**src/psq_pkg.sv**
```systemverilog
`timescale 1ns / 1ps
// ----------------------------------------------------------------------------
// psq_pkg: shared types and constants
// Entry layout, status and register codes, and controller/datapath handshake
// structs for the per-source capability quota block.
// ----------------------------------------------------------------------------
package psq_pkg;

  localparam int unsigned MAX_SOURCES_DEF = 16;

  localparam int unsigned ADDR_W   = 32;
  localparam int unsigned TICK_W   = 32;
  localparam int unsigned RET_W    = 4;
  localparam int unsigned STATUS_W = 3;
  localparam int unsigned STAMP_W  = 8;
  localparam int unsigned PKT_W    = 16;
  localparam int unsigned RTN_W    = 10;
  localparam int unsigned CFG_IDX_W  = 2;
  localparam int unsigned CFG_DATA_W = 32;

  // status codes
  localparam logic [STATUS_W-1:0] ST_STAMPED = 3'd0;
  localparam logic [STATUS_W-1:0] ST_BLOCKED = 3'd1;
  localparam logic [STATUS_W-1:0] ST_NOROOM  = 3'd2;
  localparam logic [STATUS_W-1:0] ST_FULL    = 3'd3;
  localparam logic [STATUS_W-1:0] ST_ACK_OK  = 3'd4;
  localparam logic [STATUS_W-1:0] ST_ACK_IGN = 3'd5;

  // command codes
  localparam logic CMD_PACKET = 1'b0;
  localparam logic CMD_ACK    = 1'b1;

  // register indexes
  localparam logic [CFG_IDX_W-1:0] CFG_WINDOW_LENGTH = 2'd0;
  localparam logic [CFG_IDX_W-1:0] CFG_SEND_PERIOD   = 2'd1;
  localparam logic [CFG_IDX_W-1:0] CFG_STAMP_LIMIT   = 2'd2;

  localparam logic [TICK_W-1:0]  WINDOW_LENGTH_RST = 32'd1000;
  localparam logic [TICK_W-1:0]  SEND_PERIOD_RST   = 32'd750;
  localparam logic [STAMP_W-1:0] STAMP_LIMIT_RST   = 8'd127;

  localparam logic [STAMP_W-1:0] STAMP_MAX = 8'hFF;
  localparam logic [PKT_W-1:0]   PKT_MAX   = 16'hFFFF;
  localparam logic [RTN_W-1:0]   RTN_MAX   = 10'h3FF;

  typedef struct packed {
    logic [ADDR_W-1:0]  source;
    logic [TICK_W-1:0]  start;
    logic [STAMP_W-1:0] stamps;
    logic [PKT_W-1:0]   packets;
    logic [RTN_W-1:0]   returns;
  } entry_t;

  typedef struct packed {
    logic start;   // latch a new item, restart the search
    logic search;  // walk the table one entry per cycle
    logic update;  // compute result, write entry if needed, load output
  } ctrl_cmd_t;

  typedef struct packed {
    logic found;
    logic miss;
  } dp_stat_t;

endpackage

```
**src/psq_ram.sv**
```systemverilog
`timescale 1ns / 1ps
// ----------------------------------------------------------------------------
// psq_ram: generic single-write, single-read RAM
// One write port, one read port with registered read data and read enable.
// ----------------------------------------------------------------------------
module psq_ram #(
  parameter int unsigned Width = 8,
  parameter int unsigned Depth = 16
) (
  input  logic                                    clk_i,
  input  logic                                    we_i,
  input  logic [((Depth > 1) ? $clog2(Depth) : 1)-1:0] waddr_i,
  input  logic [Width-1:0]                        wdata_i,
  input  logic                                    re_i,
  input  logic [((Depth > 1) ? $clog2(Depth) : 1)-1:0] raddr_i,
  output logic [Width-1:0]                        rdata_o
);

  logic [Width-1:0] mem_q [Depth];
  logic [Width-1:0] rdata_q;

  always_ff @(posedge clk_i) begin
    if (we_i) begin
      mem_q[waddr_i] <= wdata_i;
    end
    if (re_i) begin
      rdata_q <= mem_q[raddr_i];
    end
  end

  assign rdata_o = rdata_q;

endmodule

```
**src/psq_ctrl.sv**
```systemverilog
`timescale 1ns / 1ps
// ----------------------------------------------------------------------------
// psq_ctrl: transaction sequencer
// Accepts one item, runs the table search, then issues the update once the
// output register is free.
// ----------------------------------------------------------------------------
module psq_ctrl (
  input  logic                 clk_i,
  input  logic                 rst_ni,
  input  logic                 in_valid_i,
  output logic                 in_stall_o,
  output logic                 out_valid_o,
  input  logic                 out_stall_i,
  input  psq_pkg::dp_stat_t    stat_i,
  output psq_pkg::ctrl_cmd_t   cmd_o
);

  typedef enum logic [1:0] {
    S_IDLE,
    S_SEARCH,
    S_UPDATE
  } state_e;

  state_e state_q;
  logic   out_valid_q;
  logic   out_free;

  assign out_free     = !out_valid_q || !out_stall_i;
  assign in_stall_o   = (state_q != S_IDLE);
  assign out_valid_o  = out_valid_q;

  assign cmd_o.start  = (state_q == S_IDLE) && in_valid_i;
  assign cmd_o.search = (state_q == S_SEARCH);
  assign cmd_o.update = (state_q == S_UPDATE) && out_free;

  always_ff @(posedge clk_i or negedge rst_ni) begin
    if (!rst_ni) begin
      state_q     <= S_IDLE;
      out_valid_q <= 1'b0;
    end else begin
      unique case (state_q)
        S_IDLE: begin
          if (in_valid_i) begin
            state_q <= S_SEARCH;
          end
        end
        S_SEARCH: begin
          if (stat_i.found || stat_i.miss) begin
            state_q <= S_UPDATE;
          end
        end
        S_UPDATE: begin
          if (out_free) begin
            state_q <= S_IDLE;
          end
        end
        default: state_q <= S_IDLE;
      endcase

      if (cmd_o.update) begin
        out_valid_q <= 1'b1;
      end else if (!out_stall_i) begin
        out_valid_q <= 1'b0;
      end
    end
  end

  a_update_shows_result: assert property (@(posedge clk_i) disable iff (!rst_ni)
    cmd_o.update |=> out_valid_q)
    else $error("result not presented after update");

  a_search_ends_in_update: assert property (@(posedge clk_i) disable iff (!rst_ni)
    (cmd_o.search && (stat_i.found || stat_i.miss)) |=> (state_q == S_UPDATE))
    else $error("search end did not lead to update");

  a_no_overwrite: assert property (@(posedge clk_i) disable iff (!rst_ni)
    (out_valid_q && out_stall_i) |-> !cmd_o.update)
    else $error("update overwrote a pending result");

endmodule

```
**src/psq_dp.sv**
```systemverilog
`timescale 1ns / 1ps
// ----------------------------------------------------------------------------
// psq_dp: source table datapath
// Configuration registers, item registers, table RAM with a one-entry-per-cycle
// search, the entry update and the result register.
// ----------------------------------------------------------------------------
module psq_dp #(
  parameter int unsigned MaxSources = psq_pkg::MAX_SOURCES_DEF
) (
  input  logic                              clk_i,
  input  logic                              rst_ni,
  input  logic                              cfg_we_i,
  input  logic [psq_pkg::CFG_IDX_W-1:0]     cfg_index_i,
  input  logic [psq_pkg::CFG_DATA_W-1:0]    cfg_data_i,
  input  logic                              command_i,
  input  logic [psq_pkg::ADDR_W-1:0]        source_addr_i,
  input  logic [psq_pkg::TICK_W-1:0]        now_tick_i,
  input  logic                              room_ok_i,
  input  logic [psq_pkg::RET_W-1:0]         returned_count_i,
  input  psq_pkg::ctrl_cmd_t                cmd_i,
  output psq_pkg::dp_stat_t                 stat_o,
  output logic [psq_pkg::STATUS_W-1:0]      status_o,
  output logic [psq_pkg::STAMP_W-1:0]       capability_number_o,
  output logic [psq_pkg::PKT_W-1:0]         packets_in_window_o,
  output logic [psq_pkg::RTN_W-1:0]         returns_in_window_o
);

  localparam int unsigned CntW  = $clog2(MaxSources + 1);
  localparam int unsigned AddrW = (MaxSources > 1) ? $clog2(MaxSources) : 1;
  localparam int unsigned EntW  = $bits(psq_pkg::entry_t);

  // configuration
  logic [psq_pkg::TICK_W-1:0]  wlen_q, sper_q;
  logic [psq_pkg::STAMP_W-1:0] slim_q;

  // item registers
  logic                        cmd_q;
  logic [psq_pkg::ADDR_W-1:0]  addr_q;
  logic [psq_pkg::TICK_W-1:0]  now_q;
  logic                        room_q;
  logic [psq_pkg::RET_W-1:0]   ret_q;

  // search state
  logic [CntW-1:0]  used_q, rd_idx_q, cmp_idx_q;
  logic             cmp_vld_q;
  logic             hit_q;
  logic [AddrW-1:0] hit_idx_q;
  psq_pkg::entry_t  ent_q;

  // result register
  logic [psq_pkg::STATUS_W-1:0] res_status_q;
  logic [psq_pkg::STAMP_W-1:0]  res_stamps_q;
  logic [psq_pkg::PKT_W-1:0]    res_packets_q;
  logic [psq_pkg::RTN_W-1:0]    res_returns_q;

  // table RAM
  logic             ram_we;
  logic [AddrW-1:0] ram_waddr;
  logic [EntW-1:0]  ram_rdata;
  psq_pkg::entry_t  rd_ent;
  psq_pkg::entry_t  nxt_ent;

  logic issue, found, miss;

  assign rd_ent = psq_pkg::entry_t'(ram_rdata);
  assign found  = cmd_i.search && cmp_vld_q && (rd_ent.source == addr_q);
  assign miss   = cmd_i.search && !cmp_vld_q && (rd_idx_q >= used_q);
  assign issue  = cmd_i.search && !found && (rd_idx_q < used_q);

  assign stat_o.found = found;
  assign stat_o.miss  = miss;

  psq_ram #(
    .Width (EntW),
    .Depth (MaxSources)
  ) u_table (
    .clk_i   (clk_i),
    .we_i    (ram_we),
    .waddr_i (ram_waddr),
    .wdata_i (nxt_ent),
    .re_i    (issue),
    .raddr_i (rd_idx_q[AddrW-1:0]),
    .rdata_o (ram_rdata)
  );

  // update logic
  logic                         full;
  logic                         do_write;
  logic                         alloc;
  logic [psq_pkg::TICK_W-1:0]   diff;
  logic                         stale;
  logic                         in_period;
  logic [psq_pkg::RTN_W:0]      rtn_sum;
  psq_pkg::entry_t              base_ent, cur_ent;
  logic [psq_pkg::STATUS_W-1:0] upd_status;
  logic                         zero_fields;

  assign full = (used_q == CntW'(MaxSources));

  always_comb begin
    base_ent.source  = addr_q;
    base_ent.start   = now_q;
    base_ent.stamps  = '0;
    base_ent.packets = '0;
    base_ent.returns = '0;
    if (hit_q) begin
      base_ent = ent_q;
    end

    diff      = now_q - base_ent.start;
    stale     = (diff > wlen_q);
    in_period = stale || (diff <= sper_q);

    cur_ent = base_ent;
    if (stale) begin
      cur_ent.start   = now_q;
      cur_ent.stamps  = '0;
      cur_ent.packets = '0;
      cur_ent.returns = '0;
    end

    rtn_sum = {1'b0, base_ent.returns} + (psq_pkg::RTN_W + 1)'(ret_q);

    nxt_ent     = cur_ent;
    upd_status  = psq_pkg::ST_ACK_IGN;
    do_write    = 1'b0;
    alloc       = 1'b0;
    zero_fields = 1'b0;

    if (cmd_q == psq_pkg::CMD_PACKET) begin
      if (!hit_q && full) begin
        upd_status  = psq_pkg::ST_FULL;
        zero_fields = 1'b1;
      end else begin
        alloc    = !hit_q;
        do_write = 1'b1;
        if (cur_ent.packets != psq_pkg::PKT_MAX) begin
          nxt_ent.packets = cur_ent.packets + psq_pkg::PKT_W'(1);
        end
        if (in_period && (cur_ent.stamps <= slim_q)) begin
          if (room_q) begin
            if (cur_ent.stamps != psq_pkg::STAMP_MAX) begin
              nxt_ent.stamps = cur_ent.stamps + psq_pkg::STAMP_W'(1);
            end
            upd_status = psq_pkg::ST_STAMPED;
          end else begin
            upd_status = psq_pkg::ST_NOROOM;
          end
        end else begin
          upd_status = psq_pkg::ST_BLOCKED;
        end
      end
    end else begin
      // acknowledges never restart the window
      nxt_ent = base_ent;
      if (!hit_q) begin
        zero_fields = 1'b1;
      end else if ((ret_q != '0) && !stale &&
                   (base_ent.returns <= {2'b00, slim_q})) begin
        do_write   = 1'b1;
        upd_status = psq_pkg::ST_ACK_OK;
        if (rtn_sum[psq_pkg::RTN_W]) begin
          nxt_ent.returns = psq_pkg::RTN_MAX;
        end else begin
          nxt_ent.returns = rtn_sum[psq_pkg::RTN_W-1:0];
        end
      end
    end
  end

  assign ram_we    = cmd_i.update && do_write;
  assign ram_waddr = hit_q ? hit_idx_q : used_q[AddrW-1:0];

  // control registers
  always_ff @(posedge clk_i or negedge rst_ni) begin
    if (!rst_ni) begin
      wlen_q    <= psq_pkg::WINDOW_LENGTH_RST;
      sper_q    <= psq_pkg::SEND_PERIOD_RST;
      slim_q    <= psq_pkg::STAMP_LIMIT_RST;
      used_q    <= '0;
      rd_idx_q  <= '0;
      cmp_vld_q <= 1'b0;
    end else begin
      if (cfg_we_i) begin
        unique case (cfg_index_i)
          psq_pkg::CFG_WINDOW_LENGTH: wlen_q <= cfg_data_i;
          psq_pkg::CFG_SEND_PERIOD:   sper_q <= cfg_data_i;
          psq_pkg::CFG_STAMP_LIMIT:   slim_q <= cfg_data_i[psq_pkg::STAMP_W-1:0];
          default: ;
        endcase
      end
      if (cmd_i.start) begin
        rd_idx_q  <= '0;
        cmp_vld_q <= 1'b0;
      end else if (cmd_i.search) begin
        cmp_vld_q <= issue;
        if (issue) begin
          rd_idx_q <= rd_idx_q + CntW'(1);
        end
      end
      if (cmd_i.update && alloc) begin
        used_q <= used_q + CntW'(1);
      end
    end
  end

  // payload registers
  always_ff @(posedge clk_i) begin
    if (cmd_i.start) begin
      cmd_q  <= command_i;
      addr_q <= source_addr_i;
      now_q  <= now_tick_i;
      room_q <= room_ok_i;
      ret_q  <= returned_count_i;
    end
    if (issue) begin
      cmp_idx_q <= rd_idx_q;
    end
    if (found) begin
      ent_q     <= rd_ent;
      hit_q     <= 1'b1;
      hit_idx_q <= cmp_idx_q[AddrW-1:0];
    end else if (miss) begin
      hit_q <= 1'b0;
    end
    if (cmd_i.update) begin
      res_status_q <= upd_status;
      if (zero_fields) begin
        res_stamps_q  <= '0;
        res_packets_q <= '0;
        res_returns_q <= '0;
      end else begin
        res_stamps_q  <= nxt_ent.stamps;
        res_packets_q <= nxt_ent.packets;
        res_returns_q <= nxt_ent.returns;
      end
    end
  end

  assign status_o            = res_status_q;
  assign capability_number_o = res_stamps_q;
  assign packets_in_window_o = res_packets_q;
  assign returns_in_window_o = res_returns_q;

  a_used_bounded: assert property (@(posedge clk_i) disable iff (!rst_ni)
    used_q <= CntW'(MaxSources))
    else $error("table fill count beyond depth");

  a_match_in_range: assert property (@(posedge clk_i) disable iff (!rst_ni)
    found |-> (cmp_idx_q < used_q))
    else $error("match on an unallocated entry");

  a_write_on_update: assert property (@(posedge clk_i) disable iff (!rst_ni)
    ram_we |-> (cmd_i.update && !cmd_i.search && !cmd_i.start))
    else $error("table written outside update");

  a_start_restarts: assert property (@(posedge clk_i) disable iff (!rst_ni)
    cmd_i.start |=> ((rd_idx_q == '0) && !cmp_vld_q))
    else $error("search not restarted");

endmodule

```
**src/per_source_capability_quota.sv**
```systemverilog
`timescale 1ns / 1ps
// ----------------------------------------------------------------------------
// per_source_capability_quota: per-source capability stamping and quota
// Source table with window, stamp, packet and return counters per client.
// ----------------------------------------------------------------------------
// Usage:
//   Input channel (in_valid_i / in_stall_o) carries one transaction: an
//   outgoing packet (command 0) or a returned acknowledge (command 1).
//   Output channel (out_valid_o / out_stall_i) returns exactly one result
//   per transaction, in order. Configuration writes (cfg_valid_i /
//   cfg_ready_o, index 0 window length, 1 send period, 2 stamp limit) are
//   always ready and must only be issued while the block is idle.
//   The table is searched one entry per cycle through the RAM read port;
//   a hit on entry k ends the search when its read data compares equal,
//   a miss when every used entry has been read and compared (an empty
//   table misses without a read). The update then loads the output
//   register and writes the entry where needed. One transaction is
//   processed at a time; the next is accepted in the cycle after the
//   update, even while the previous result is stalled.
//   A stalled result holds in the output register; the update of the next
//   transaction waits until that register is free.
//   Reset empties the table (fill count to zero) and loads the register
//   defaults; no clearing pass is needed.
// ----------------------------------------------------------------------------
module per_source_capability_quota #(
  parameter int unsigned MAX_SOURCES = psq_pkg::MAX_SOURCES_DEF
) (
  input  logic                              clk_i,
  input  logic                              rst_ni,
  input  logic                              in_valid_i,
  output logic                              in_stall_o,
  input  logic                              command_i,
  input  logic [psq_pkg::ADDR_W-1:0]        source_addr_i,
  input  logic [psq_pkg::TICK_W-1:0]        now_tick_i,
  input  logic                              room_ok_i,
  input  logic [psq_pkg::RET_W-1:0]         returned_count_i,
  output logic                              out_valid_o,
  input  logic                              out_stall_i,
  output logic [psq_pkg::STATUS_W-1:0]      status_o,
  output logic [psq_pkg::STAMP_W-1:0]       capability_number_o,
  output logic [psq_pkg::PKT_W-1:0]         packets_in_window_o,
  output logic [psq_pkg::RTN_W-1:0]         returns_in_window_o,
  input  logic                              cfg_valid_i,
  output logic                              cfg_ready_o,
  input  logic [psq_pkg::CFG_IDX_W-1:0]     cfg_index_i,
  input  logic [psq_pkg::CFG_DATA_W-1:0]    cfg_data_i
);

  psq_pkg::ctrl_cmd_t cmd;
  psq_pkg::dp_stat_t  stat;

  assign cfg_ready_o = 1'b1;

  psq_ctrl u_ctrl (
    .clk_i       (clk_i),
    .rst_ni      (rst_ni),
    .in_valid_i  (in_valid_i),
    .in_stall_o  (in_stall_o),
    .out_valid_o (out_valid_o),
    .out_stall_i (out_stall_i),
    .stat_i      (stat),
    .cmd_o       (cmd)
  );

  psq_dp #(
    .MaxSources (MAX_SOURCES)
  ) u_dp (
    .clk_i               (clk_i),
    .rst_ni              (rst_ni),
    .cfg_we_i            (cfg_valid_i && cfg_ready_o),
    .cfg_index_i         (cfg_index_i),
    .cfg_data_i          (cfg_data_i),
    .command_i           (command_i),
    .source_addr_i       (source_addr_i),
    .now_tick_i          (now_tick_i),
    .room_ok_i           (room_ok_i),
    .returned_count_i    (returned_count_i),
    .cmd_i               (cmd),
    .stat_o              (stat),
    .status_o            (status_o),
    .capability_number_o (capability_number_o),
    .packets_in_window_o (packets_in_window_o),
    .returns_in_window_o (returns_in_window_o)
  );

endmodule
```
**config.mk**
```make
export PLATFORM = sky130hd
export DESIGN_NAME = per_source_capability_quota
export DESIGN_NICKNAME = d
export VERILOG_FILES = /design/src/psq_pkg.sv /design/src/psq_ram.sv /design/src/psq_ctrl.sv /design/src/psq_dp.sv /design/src/per_source_capability_quota.sv
export SDC_FILE = /design/constraint.sdc
export NUM_CORES = 2
export LEC_CHECK = 0
export ABC_AREA = 1
export BUFFER_PORTS_ARGS = -buffer_cell sky130_fd_sc_hd__buf_4
export CAP_MARGIN = 20
export CORE_ASPECT_RATIO = 0.8
export CORE_UTILIZATION = 56
export DETAILED_ROUTE_END_ITERATION = 8
export HOLD_SLACK_MARGIN = 0.06
export PLACE_DENSITY = 0.72
export SYNTH_ARGS = -nofsm -noshare
export SYNTH_HDL_FRONTEND = slang
export SYNTH_SLANG_ARGS = --single-unit
```
**constraint.sdc**
```tcl
create_clock -name clk_i -period 28 [get_ports clk_i]
set_input_delay 1.4 -clock clk_i [delete_from_list [all_inputs] [get_ports clk_i]]
set_output_delay 1.4 -clock clk_i [all_outputs]
set_load 0.02 [all_outputs]
```
==> out/summary.txt <==
Slowest-stage cell, CP: nor2_4
Vias post-DR: 51869
Fin Setup TNS: 0 ps
Post-CTS Setup Bufs: 0
Area of the mapped netlist: 80050 um2
Area added between synthesis and finish: 11.79%
Initial DRT Pass Iterations: 8
H-tree Lvls: 4
RSZ-0062 raised after global routing: false
Routed len/inst: 24.00 um
Commonest cells after routing, fill and taps aside: 1879 x edfxtp_1, 936 x o21ai_0, 886 x nor2_1
Worst Tran Pin Value: 1264 ps
Post-layout minimum cycle time: 9773 ps
Fillers: 10227
Syn_nets: 6477
Worst-path clk slew: 60 ps
Sequential share of power: 43.4%
Root Buffer: clkbuf_16
Fin area: 89490 um2
LEAKAGE: 0.03058 uW
Sink Count: 1966
Hold_buf cts: 0
Clock Tree Buf Depth: 3
Crit Path Max Fanout: 38
FF+latch count, synth: 1966
Ys Warns: 0
Sw Ratio: 33.75%
Die Span Y: 340.2 um
Psw: 2852 uW
Cell Pwr Density: 94.41 nW/um2
Final Skew: 34.64 ps
Cells after Synth: 6243
Routed WL: 201.6 mm
Hpwl dp: 107.0 mm
Register area share after synthesis: 73.23%
Fmax: 102.3 MHz
Initial DRC count: 7176
Row count: 123
Die width: 424.7 um
Post-synthesis cell type count: 60
Core area: 141300 um2
Period utilization: 34.90%
Main synth FF type: edfxtp_1
Routability cong.: 0.8844
Port Buf Inserts: 147
Post-DRT Antenna Nets: 0
Total global routing overflow: 0
Fraction of registers with async set/reset: 4.374%
Worst slew margin: 15.71%
Post-Syn Area per Cell: 12.82 um2
Internal Power: 5597 uW
Initial antenna violation count: 2
Nets: 6596
Die ar.: 144500 um2
CP arrival: 10200 ps
Post-CTS sizing: 0
Critical Setup Path Class: reg -> reg
Vias in the first global route: 48989
Final Max Slew Viols: 0
Max VDD drop: 0.00008838 V
Startpoint types: register
Number of remaining DRC errors: 0
Vias/cell: 6.176
Max incr delay on CP: 890 ps
Clk pwr share: 29.3%
Status: finished, final reports clean
CTS Buf Count: 184
First-pass GRT wire length: 301.3 mm
Share of cells above drive strength 1: 10.11%
Placed inst area: 83320 um2
Final hold violation count: 0
Max-cap violation count: 0
Initial Util: 56.66%
CP endpoint kind: register
Io pins: 149
CTS tree: yes
Combinational share of power: 27.3%
Setup-failing EPs final: 0
Multi-input logic area: 19260 um2
EDFF count, synth: 1879
Hold Crit Class: reg -> reg
Largest net degree at the start of global routing: 236
Tot GR Track Use: 27.59%
Most common cell after layout, fill and taps aside: edfxtp_1
Latest clock arrival within the worst-skew pair: 830 ps
Worst EP required: 28430 ps
Reg area: 58640 um2
[metrics by stage]
| step | hold slack [ps] | setup WS [ps] | utilization, % | total power (uW) | instances |
|---|---|---|---|---|---|
| final | 399.6 | 18230 | 63.35 | 8449 | 8398 |
| after global routing | 425.8 | 17780 | 63.34 | 8815 | 8396 |
| after CTS | 402.6 | 18450 | 63.19 | 8429 | 8373 |
| after detailed placement | 404.5 | 18460 | 58.98 | 5974 | 8028 |
| after global placement | 402.1 | 18670 | 58.90 | 5915 | 8020 |
| after floorplan | 400.3 | 15350 | - | 5247 | 6243 |
[layer usage]
| layer | track usage, % | wire length, um | up-vias |
|---|---|---|---|
| li1 | - | - | 23249 |
| met1 | 40.76 | 83970 | 25439 |
| met2 | 42.71 | 92830 | 2818 |
| met3 | 3.963 | 19470 | 361 |
| met4 | 8.582 | 5297 | 2 |
| met5 | 0 | 13 | - |
[cell type report]
cell class / count / area share (%)
well taps: 1875 / 2.621
clock buffers: 242 / 5.598
diodes: 2 / 0.005592
clock inverters: 103 / 1.051
inverters: 250 / 1.078
repair buffers: 295 / 2.609
flip-flops and latches: 1966 / 65.52
multi-input cells: 3665 / 21.52
[worst max-delay path: cells and delay by family, from the launching register on]
| family | cells | cell delay [ps] |
|---|---|---|
| simple gates | 11 | 3250 |
| compound gates | 9 | 2540 |
| buf+inv | 4 | 1760 |
| fa+ha+maj | 2 | 630 |
| flops | 1 | 580 |
| mux | 1 | 290 |
| xor+xnor | 1 | 180 |
[worst paths after layout]
path	start	to	slack (ps)	cells after the start
hold reg to reg	u_dp.u_table.rdata_o[24]$_DFFE_PP_	u_dp.ent_q[24]$_DFFE_PP_	400	0
min in group asynchronous	rst_ni	u_dp.wlen_q[20]$_DFFE_PN0P_	470	1
setup / recovery	u_dp.hit_q$_SDFFE_PP1P_	u_dp.u_table.mem_q[10][30]$_DFFE_PP_	18230	28
setup reg to reg	u_dp.hit_q$_SDFFE_PP1P_	u_dp.u_table.mem_q[10][30]$_DFFE_PP_	18230	28
hold / removal	u_dp.u_table.rdata_o[24]$_DFFE_PP_	u_dp.ent_q[24]$_DFFE_PP_	400	0
max in group asynchronous	rst_ni	u_dp.rd_idx_q[2]$_DFFE_PN0P_	26230	2
[power by group through the flow]
stage / clock network [uW] / logic, uW / registers, uW
after global placement: 0 / 2200 / 3720
after floorplan: 0 / 1580 / 3670
after CTS: 2500 / 2270 / 3660
final: 2480 / 2310 / 3660
after global routing: 2610 / 2530 / 3670
after detailed placement: 0 / 2250 / 3720
[registers in the layout, indices dropped and copies added (netlist names), 2 cells and up]
signal,cells
u_dp.used_q,5
u_dp.rd_idx_q,5
u_dp.hit_idx_q,4
u_dp.cmp_idx_q,4
u_ctrl.state_q,2
u_dp.now_q,32
u_dp.u_table.rdata_o,98
u_dp.ent_q,98
u_dp.ret_q,4
u_dp.sper_q,32
u_dp.u_table.mem_q,1568
u_dp.returns_in_window_o,10
u_dp.slim_q,8
u_dp.status_o,3
u_dp.packets_in_window_o,16
u_dp.addr_q,32
u_dp.wlen_q,32
u_dp.capability_number_o,8
[cell usage after synthesis, types with 3 or more instances]
master | number | area [um2]
edfxtp_1 | 1879 | 56420
clkbuf_1 | 321 | 1205
xnor2_1 | 15 | 131.4
a21oi_1 | 108 | 540.5
o21a_1 | 6 | 45.04
inv_2 | 4 | 15.01
o22ai_1 | 240 | 1501
or2_2 | 23 | 143.9
nor2_4 | 5 | 56.30
dfstp_2 | 20 | 525.5
o21bai_1 | 6 | 45.04
nor3_1 | 28 | 140.1
nand4_1 | 28 | 175.2
nor4_1 | 9 | 56.30
o221ai_1 | 155 | 1358
nand2_2 | 5 | 31.28
ha_1 | 123 | 1539
a32o_1 | 6 | 60.06
nor2_1 | 900 | 3378
a31oi_1 | 4 | 25.02
clkinv_1 | 5 | 18.77
buf_1 | 29 | 108.9
xor2_1 | 40 | 350.3
nor2_2 | 5 | 31.28
o21ai_0 | 943 | 4720
o211ai_1 | 49 | 367.9
o31ai_1 | 8 | 60.06
o21ai_1 | 7 | 35.03
mux2i_1 | 30 | 300.3
nand3_2 | 3 | 30.03
a211oi_1 | 5 | 37.54
nand2_1 | 648 | 2432
inv_1 | 241 | 904.6
buf_2 | 8 | 40.04
a21o_1 | 3 | 22.52
nand3b_1 | 7 | 52.55
nand3_1 | 229 | 1146
dfrtp_1 | 66 | 1652
[cell families (layout without fill, tap and decap cells)]
group	after synthesis	after routing	share of synthesized area, %
flops	1966	1966	73.23
mux	30	30	0.3751
other cells	1	3	0.004684
simple gates	1904	1904	9.789
fa+ha+maj	125	125	1.972
buf+inv	612	890	2.910
compound gates	1550	1550	11.12
xor+xnor	55	55	0.6018
Note: power is estimated with default switching activity, not from simulation.
